File: config.mk
export PLATFORM = sky130hd
export DESIGN_NAME = tccs_ctrl
export DESIGN_NICKNAME = d
export VERILOG_FILES = /design/src/design/tccs_pkg.sv /design/src/design/tccs_ctrl.sv
export SDC_FILE = /design/constraint.sdc
export NUM_CORES = 1
export LEC_CHECK = 0
export BUFFER_PORTS_ARGS = -buffer_cell sky130_fd_sc_hd__buf_2
export CAP_MARGIN = 20
export CORE_AREA = 2 2 39 41
export CTS_CLUSTER_SIZE = 12
export DETAILED_ROUTE_END_ITERATION = 12
export DIE_AREA = 0 0 41 43
export GPL_TIMING_DRIVEN = 0
export MAX_ROUTING_LAYER = met4
export PLACE_DENSITY = 0.57
export SLEW_MARGIN = 20
export SYNTH_ARGS = -nofsm -noshare
export SYNTH_HDL_FRONTEND = slang
export SYNTH_SLANG_ARGS = --single-unit
export TNS_END_PERCENT = 50
File: constraint.sdc
create_clock -name clk -period 1.86 [get_ports clk]
set_input_delay 0.186 -clock clk [delete_from_list [all_inputs] [get_ports clk]]
set_output_delay 0.186 -clock clk [all_outputs]
set_load 0.01 [all_outputs]
File: src/design/tccs_pkg.sv
// Shared types and constants for the text console cursor/scroll core.
// Used by tccs_ctrl, tccs_dpath and text_console_cursor_scroll_core; no dependencies.
package tccs_pkg;

  // Request opcodes
  localparam logic [1:0] OP_PUT   = 2'd0;
  localparam logic [1:0] OP_READ  = 2'd1;
  localparam logic [1:0] OP_CLEAR = 2'd2;

  // Character codes and attribute defaults
  localparam int         CHAR_W       = 8;
  localparam logic [7:0] CHAR_NEWLINE = 8'd10;
  localparam logic [7:0] CHAR_RETURN  = 8'd13;
  localparam logic [7:0] ATTR_RESET   = 8'd15;

  // Controller states
  typedef enum logic [2:0] {
    ST_INIT,
    ST_IDLE,
    ST_DECODE,
    ST_PUT,
    ST_BLANK,
    ST_FILL,
    ST_READ,
    ST_DONE
  } state_t;

  // Commands from controller to datapath
  typedef struct packed {
    logic capture;     // latch the accepted request
    logic scroll;      // advance top row, park cursor on last row, arm row sweep
    logic newline;     // next row, column 0
    logic ret;         // column 0
    logic wrap;        // column 0, next row
    logic write_char;  // store character at cursor and advance column
    logic fill_start;  // home cursor and top row, arm whole-screen sweep
    logic sweep_step;  // blank one cell of the armed sweep
    logic sweep_rst;   // sweep uses the reset attribute
    logic load_out;    // load the result register
  } cmd_t;

  // Status from datapath to controller
  typedef struct packed {
    logic [1:0] op;
    logic       row_ge;
    logic       col_ge;
    logic       is_nl;
    logic       is_cr;
    logic       sweep_last;
    logic       out_busy;
  } sts_t;

endpackage

File: src/design/tccs_ctrl.sv
// Controller state machine for the text console core.
// Depends on tccs_pkg (state_t, cmd_t, sts_t, opcodes).
module tccs_ctrl (
  input  logic            clk,
  input  logic            rst_n,
  input  logic            in_valid,
  output logic            in_stall,
  input  tccs_pkg::sts_t  sts,
  output tccs_pkg::cmd_t  cmd
);

  tccs_pkg::state_t state_r, state_nxt;

  // State register
  always_ff @(posedge clk) begin
    if (!rst_n) begin
      state_r <= tccs_pkg::ST_INIT;
    end else begin
      state_r <= state_nxt;
    end
  end

  // Next state and commands
  always_comb begin
    state_nxt = state_r;
    cmd       = '0;
    in_stall  = 1'b1;
    unique case (state_r)
      tccs_pkg::ST_INIT: begin
        cmd.sweep_step = 1'b1;
        cmd.sweep_rst  = 1'b1;
        if (sts.sweep_last) begin
          state_nxt = tccs_pkg::ST_IDLE;
        end
      end
      tccs_pkg::ST_IDLE: begin
        in_stall = 1'b0;
        if (in_valid) begin
          cmd.capture = 1'b1;
          state_nxt   = tccs_pkg::ST_DECODE;
        end
      end
      tccs_pkg::ST_DECODE: begin
        unique case (sts.op)
          tccs_pkg::OP_PUT:  state_nxt = tccs_pkg::ST_PUT;
          tccs_pkg::OP_READ: state_nxt = tccs_pkg::ST_READ;
          tccs_pkg::OP_CLEAR: begin
            cmd.fill_start = 1'b1;
            state_nxt      = tccs_pkg::ST_FILL;
          end
          default:           state_nxt = tccs_pkg::ST_DONE;
        endcase
      end
      tccs_pkg::ST_PUT: begin
        // Scroll first, then act on the character; a wrap loops back here
        if (sts.row_ge) begin
          cmd.scroll = 1'b1;
          state_nxt  = tccs_pkg::ST_BLANK;
        end else if (sts.is_nl) begin
          cmd.newline = 1'b1;
          state_nxt   = tccs_pkg::ST_DONE;
        end else if (sts.is_cr) begin
          cmd.ret   = 1'b1;
          state_nxt = tccs_pkg::ST_DONE;
        end else if (sts.col_ge) begin
          cmd.wrap = 1'b1;
        end else begin
          cmd.write_char = 1'b1;
          state_nxt      = tccs_pkg::ST_DONE;
        end
      end
      tccs_pkg::ST_BLANK: begin
        cmd.sweep_step = 1'b1;
        if (sts.sweep_last) begin
          state_nxt = tccs_pkg::ST_PUT;
        end
      end
      tccs_pkg::ST_FILL: begin
        cmd.sweep_step = 1'b1;
        if (sts.sweep_last) begin
          state_nxt = tccs_pkg::ST_DONE;
        end
      end
      tccs_pkg::ST_READ: begin
        state_nxt = tccs_pkg::ST_DONE;
      end
      tccs_pkg::ST_DONE: begin
        // Hold until the result register is free
        if (!sts.out_busy) begin
          cmd.load_out = 1'b1;
          state_nxt    = tccs_pkg::ST_IDLE;
        end
      end
      default: begin
        state_nxt = tccs_pkg::ST_IDLE;
      end
    endcase
  end

endmodule

==> results.yml, run 1 <==
run_status:
  status: "finished, final reports clean"
final_layout:
  largest_reg_flops: 3
  largestRegisters: "state_r x3"
  register_area_um2: 60.1
  fillers: 159
  multiInputGateArea_um2: 280
  stdcell_count: 90
  syn_to_final_growth_pct: 39.5
  regMostFlops: "state_r"
  drive_gt1_frac: 0.446
  nets: 86
  antenna_cells: 0
  finalInstanceArea_um2: 534
routing:
  antenna_left: 0
  num_vias: 431
  wl_um: 968
  vias_per_cell: 4.79
  drc: 0
  drt_pass1_iterations: 3
  first_iter_violations: 7
  detail_route.wl_per_cell_um: 10.8
global_route:
  grt_max_degree: 11
  grt_usage: 0.130
  grt_pass1_vias: 376
  grt_pass1_wl_um: 1530
  grt-ovfl-total: 0
  antenna_found_initial: 0
setup_path:
  path_max_fanout: 10
  worstSetupEndpointType: "output pin"
  reg2reg_to: "state_r[1]"
  required_ps: 1670
  critPathLaunchType: "flop"
  rr_startpoint: "state_r[0]"
  crit_type: "flop to output pin"
  worst-r2r-cell-count: 4
  r2r_slack_ps: 550
  crit_arrival_ps: 1420
clocking:
  clk_latency_ps: 230
  cts_buffer_depth: 2
  cts_inserted_buffers: 3
  cts_tree: "built"
  h-tree-depth: 1
  post_cts_buffers: 0
  cts_sinks: 3
  clkTransAtPathRegs_ps: 40
  root_buffer: "clkbuf_4"
  cts_hold_buf: 0
  ctsResizeCount: 0
sta:
  hold_ws_ps: 219
  fin_crit_ps: 1610
  fin_tns_setup_ps: 0
  slew_headroom: 0.685
  rsz0062_at_grt: "false"
  finalCritPeriodShare: 0.866
  tightest_slew_ps: 469
  report.final.slew_viol_count: 0
  fin_skew_ps: 5.96
  max_clock_freq_ghz: 0.621
  setup_violations: 0
  hold_viol_final: 0
floorplanning:
  fp.dieH_um: 43
  ioPinCount: 22
  die_area_mm2: 0.00176
  core_mm2: 0.00138
  dieWidth_um: 41
  num_rows: 14
  start_util: 0.277
hold_path:
  hp-class: "input pin to flop"
  hold_start: "rst_n"
  hold_end: "state_r[0]"
  hold_depth: 3
synthesis:
  synth_top_cell_by_area: "dfxtp_1"
  synth_cell_types: 30
  ys_async_sr_fraction: 0
  synth_top_area_frac: 0.157
  avgSynthCellArea_um2: 7.81
  synth_top_flop_cell: "dfxtp_1"
  synthTopCellsByArea: "dfxtp_1 16%, nor4_4 11%, nand2b_1 6.5%"
  yosysWarnings: 0
  ys_ff_latch: 3
  netlist_area_um2: 383
  syn-num-nets: 60
  synth_edf_count: 0
  synth_cells: 49
  ys_seq_area_frac: 0.157
  yosysMostFrequentCell: "nor2_1"
  synth_common_cells: "6 x nor2_1, 4 x inv_1, 4 x nand2b_1, 4 x nor3_1, 3 x dfxtp_1"
power:
  power_density_mw_per_mm2: 740
  p_leak_nw: 0.265
  vdd_ir_drop_max_mv: 0.333
placed_design:
  postPlaceCellArea_um2: 508
  place_inst: 86
  gp_congestion: 0.737
  hpwl_um: 775
  port_buffers: 21
flow_run:
  maxCapViolCount: 0
cells in the final DEF, fill, tap and decap left out, types with 2 or more instances in the layout:
| cell type | count |
|---|---|
| dfxtp_1 | 3 |
| o31ai_1 | 2 |
| nand2b_1 | 4 |
| nor4_4 | 2 |
| inv_1 | 4 |
| nor2_1 | 6 |
| nand2_1 | 2 |
| clkbuf_4 | 3 |
| clkbuf_1 | 2 |
| buf_2 | 22 |
| nor3_1 | 4 |
worst max-delay path: stages (launching register included):
cell      delay [ps]
dfxtp_1          310
buf_6            120
clkbuf_1         300
nor4b_1          270
buf_2            180
layout make-up:
class / instances / share of cell area
Tap cell: 16 / 0.0375
Buffer: 4 / 0.0515
Multi-Input combinational cell: 38 / 0.525
Sequential cell: 3 / 0.112
Inverter: 4 / 0.0281
Timing Repair Buffer: 21 / 0.197
Clock buffer: 4 / 0.0492
metal layers:
layer / vias up / global-route usage / part of all wire
met5: - / - / 0
met4: 0 / 0.0800 / 0
met3: 0 / 0.0157 / 0.081
met2: 16 / 0.194 / 0.47
met1: 184 / 0.160 / 0.45
li1: 231 / - / -
cells by family after synthesis:
| family | synth area share |
|---|---|
| buffers and inverters | 0.111 |
| AND/OR/NAND/NOR | 0.490 |
| flip-flops | 0.157 |
| AO/OA/AOI/OAI | 0.186 |
| multiplexers | 0.0556 |
report_power, final:
part | switching [mW] | internal, mW | total (mW)
clock network | 0.0319 | 0.0803 | 0.112
registers | 0.00866 | 0.0746 | 0.0832
logic | 0.110 | 0.0895 | 0.200
per-stage QoR:
stage / power (mW) / setup slack [ps] / util
final: 0.395 / 250 / 0.386
after global routing: 0.428 / 60.2 / 0.386
after CTS: 0.405 / 263 / 0.386
after detailed placement: 0.285 / 520 / 0.367
after global placement: 0.284 / 532 / 0.367
after floorplan: 0.227 / 559 / -
how the worst max path moves through the flow:
stage,startpoint,endpoint,depth (start not counted)
5_1_grt,state_r[1],cmd[3],4
2_1_floorplan,state_r[1],cmd[3],3
3_3_place_gp,state_r[1],cmd[3],4
4_1_cts,state_r[1],cmd[3],4
3_5_place_dp,state_r[1],cmd[3],4
6_report,state_r[1],cmd[3],4
No activity file was read; power rests on OpenSTA's default activity.
==> run 2, diff against run 1 <==
Settings changed: PLACE_DENSITY 0.57 to 0.56.
==> run 2 against run 1 <==
Effect of this change: sequential share of layout area stayed put; clock power is 4% higher; via count up 3.0%; utilization is the same; worst setup slack gained 3.0 ps; power is 0.99% higher; first-iteration DRC count shrank 29%; sequential power is essentially flat; routed wire length decreased by 3.3%; hold slack got worse by 0.62 ps; largest cell class unchanged; largest power group unchanged.
==> results.yml, run 2 (synthesis results as in run 1) <==
final_layout:
  regMostFlops: "state_r"
  drive_gt1_frac: 0.446
  finalInstanceArea_um2: 534
  register_area_um2: 60.1
  largestRegisters: "state_r x3"
  syn_to_final_growth_pct: 39.5
  antenna_cells: 0
  multiInputGateArea_um2: 280
  fillers: 154
  stdcell_count: 90
  largest_reg_flops: 3
  nets: 86
  most-common-layout-cells: "22 x buf_2, 6 x nor2_1, 4 x nand2b_1, 4 x inv_1, 4 x nor3_1"
  final_common_cell: "buf_2"
routing:
  num_vias: 444
  first_iter_violations: 5
  wl_um: 936
  antenna_left: 0
  drc: 0
  vias_per_cell: 4.93
  detail_route.wl_per_cell_um: 10.4
  drt_pass1_iterations: 4
power:
  p_comb_frac: 0.501
  p_clk_frac: 0.290
  p_leak_nw: 0.265
  sequentialPowerShare: 0.208
  switching_share: 0.387
  power_density_mw_per_mm2: 747
  p_sw_uw: 155
  vdd_ir_drop_max_mv: 0.320
  p_int_uw: 244
sta:
  hold_viol_final: 0
  hold_ws_ps: 219
  fin_ws_ps: 253
  max_clock_freq_ghz: 0.622
  fin_skew_ps: 7.64
  fin_crit_ps: 1610
  finalCritPeriodShare: 0.864
  setup_violations: 0
  tightest_slew_ps: 513
  rsz0062_at_grt: "false"
  slew_headroom: 0.656
  report.final.slew_viol_count: 0
  fin_tns_setup_ps: 0
clocking:
  cts_hold_buf: 0
  root_buffer: "clkbuf_4"
  cts_buffer_depth: 2
  clkTransAtPathRegs_ps: 40
  post_cts_buffers: 0
  h-tree-depth: 1
  cts_inserted_buffers: 3
  clk_latency_ps: 240
  cts_sinks: 3
  ctsResizeCount: 0
  cts_tree: "built"
placed_design:
  place_inst: 86
  post-place-ws_ps: 495
  gp_congestion: 0.792
  port_buffers: 21
  hpwl_um: 738
  postPlaceCellArea_um2: 508
global_route:
  grt_pass1_wl_um: 1450
  antenna_found_initial: 0
  grt_pass1_vias: 366
  grt_max_degree: 11
  grt_usage: 0.125
  grt-ovfl-total: 0
setup_path:
  critPathSlowestCell: "clkbuf_1"
  slowest_delay_ps: 320
  cp.buffers_inverters: 3
  critPathLaunchType: "flop"
  path_max_fanout: 10
  worstSetupEndpointType: "output pin"
  crit_family: "buffers and inverters"
  r2r_slack_ps: 550
  crit_chain: "buf_6, clkbuf_1, nor4b_1, buf_2"
  worst-r2r-cell-count: 4
  crit_arrival_ps: 1420
  reg2reg_to: "state_r[1]"
  crit_type: "flop to output pin"
  rr_startpoint: "state_r[0]"
  required_ps: 1670
hold_path:
  hold_start: "rst_n"
  hold_end: "state_r[0]"
  hp-class: "input pin to flop"
  hold_depth: 3
floorplanning:
  fp.dieH_um: 43
  num_rows: 14
  core_mm2: 0.00138
  start_util: 0.277
  ioPinCount: 22
  die_area_mm2: 0.00176
  dieWidth_um: 41
flow_run:
  maxCapViolCount: 0
run_status:
  status: "finished, final reports clean"
run 2: cell counts in the layout (fill, tap and decap cells not counted):
Identical to the previous run, type by type.
run 2: worst max-delay path by stage:
| stage | from | cells past startpoint | to | slack (ps) |
|---|---|---|---|---|
| 2_1_floorplan | state_r[1] | 3 | cmd[3] | 560 |
| 3_3_place_gp | state_r[1] | 4 | cmd[3] | 510 |
| 3_5_place_dp | state_r[1] | 4 | cmd[3] | 500 |
| 4_1_cts | state_r[1] | 4 | cmd[3] | 250 |
| 5_1_grt | state_r[1] | 4 | cmd[3] | 140 |
| 6_report | state_r[1] | 4 | cmd[3] | 250 |
run 2: final cells by class:
type	instances	area share
inverter	4	0.0281
multi-input combinational	38	0.525
sequential	3	0.112
buffer	4	0.0515
tap	16	0.0375
timing repair buffer	21	0.197
clock buffer	4	0.0492
run 2: per-stage QoR:
step	power (mW)	utilization
floorplan	0.227	-
global placement	0.284	0.367
detailed placement	0.285	0.367
CTS	0.402	0.386
global route	0.431	0.386
finish	0.399	0.386
run 2: power by group through the flow:
stage                     combinational (mW)  clock (mW)  sequential [mW]
after detailed placement               0.200           0           0.0842
after CTS                              0.201       0.118           0.0833
after floorplan                        0.144           0           0.0825
final                                  0.200       0.116           0.0831
after global placement                 0.200           0           0.0841
after global routing                   0.223       0.123           0.0842
run 2: per-layer routing:
metal / vias to the layer above / part of all wire / GRT usage
li1: 228 / - / -
met1: 195 / 0.46 / 0.151
met2: 21 / 0.43 / 0.178
met3: 0 / 0.11 / 0.0471
met4: 0 / 0 / 0.0600
met5: - / 0 / -
run 2: tightest hold or removal path, cell delays in order:
cell	delay, ps
buf_2	120
inv_1	60
a211oi_2	40
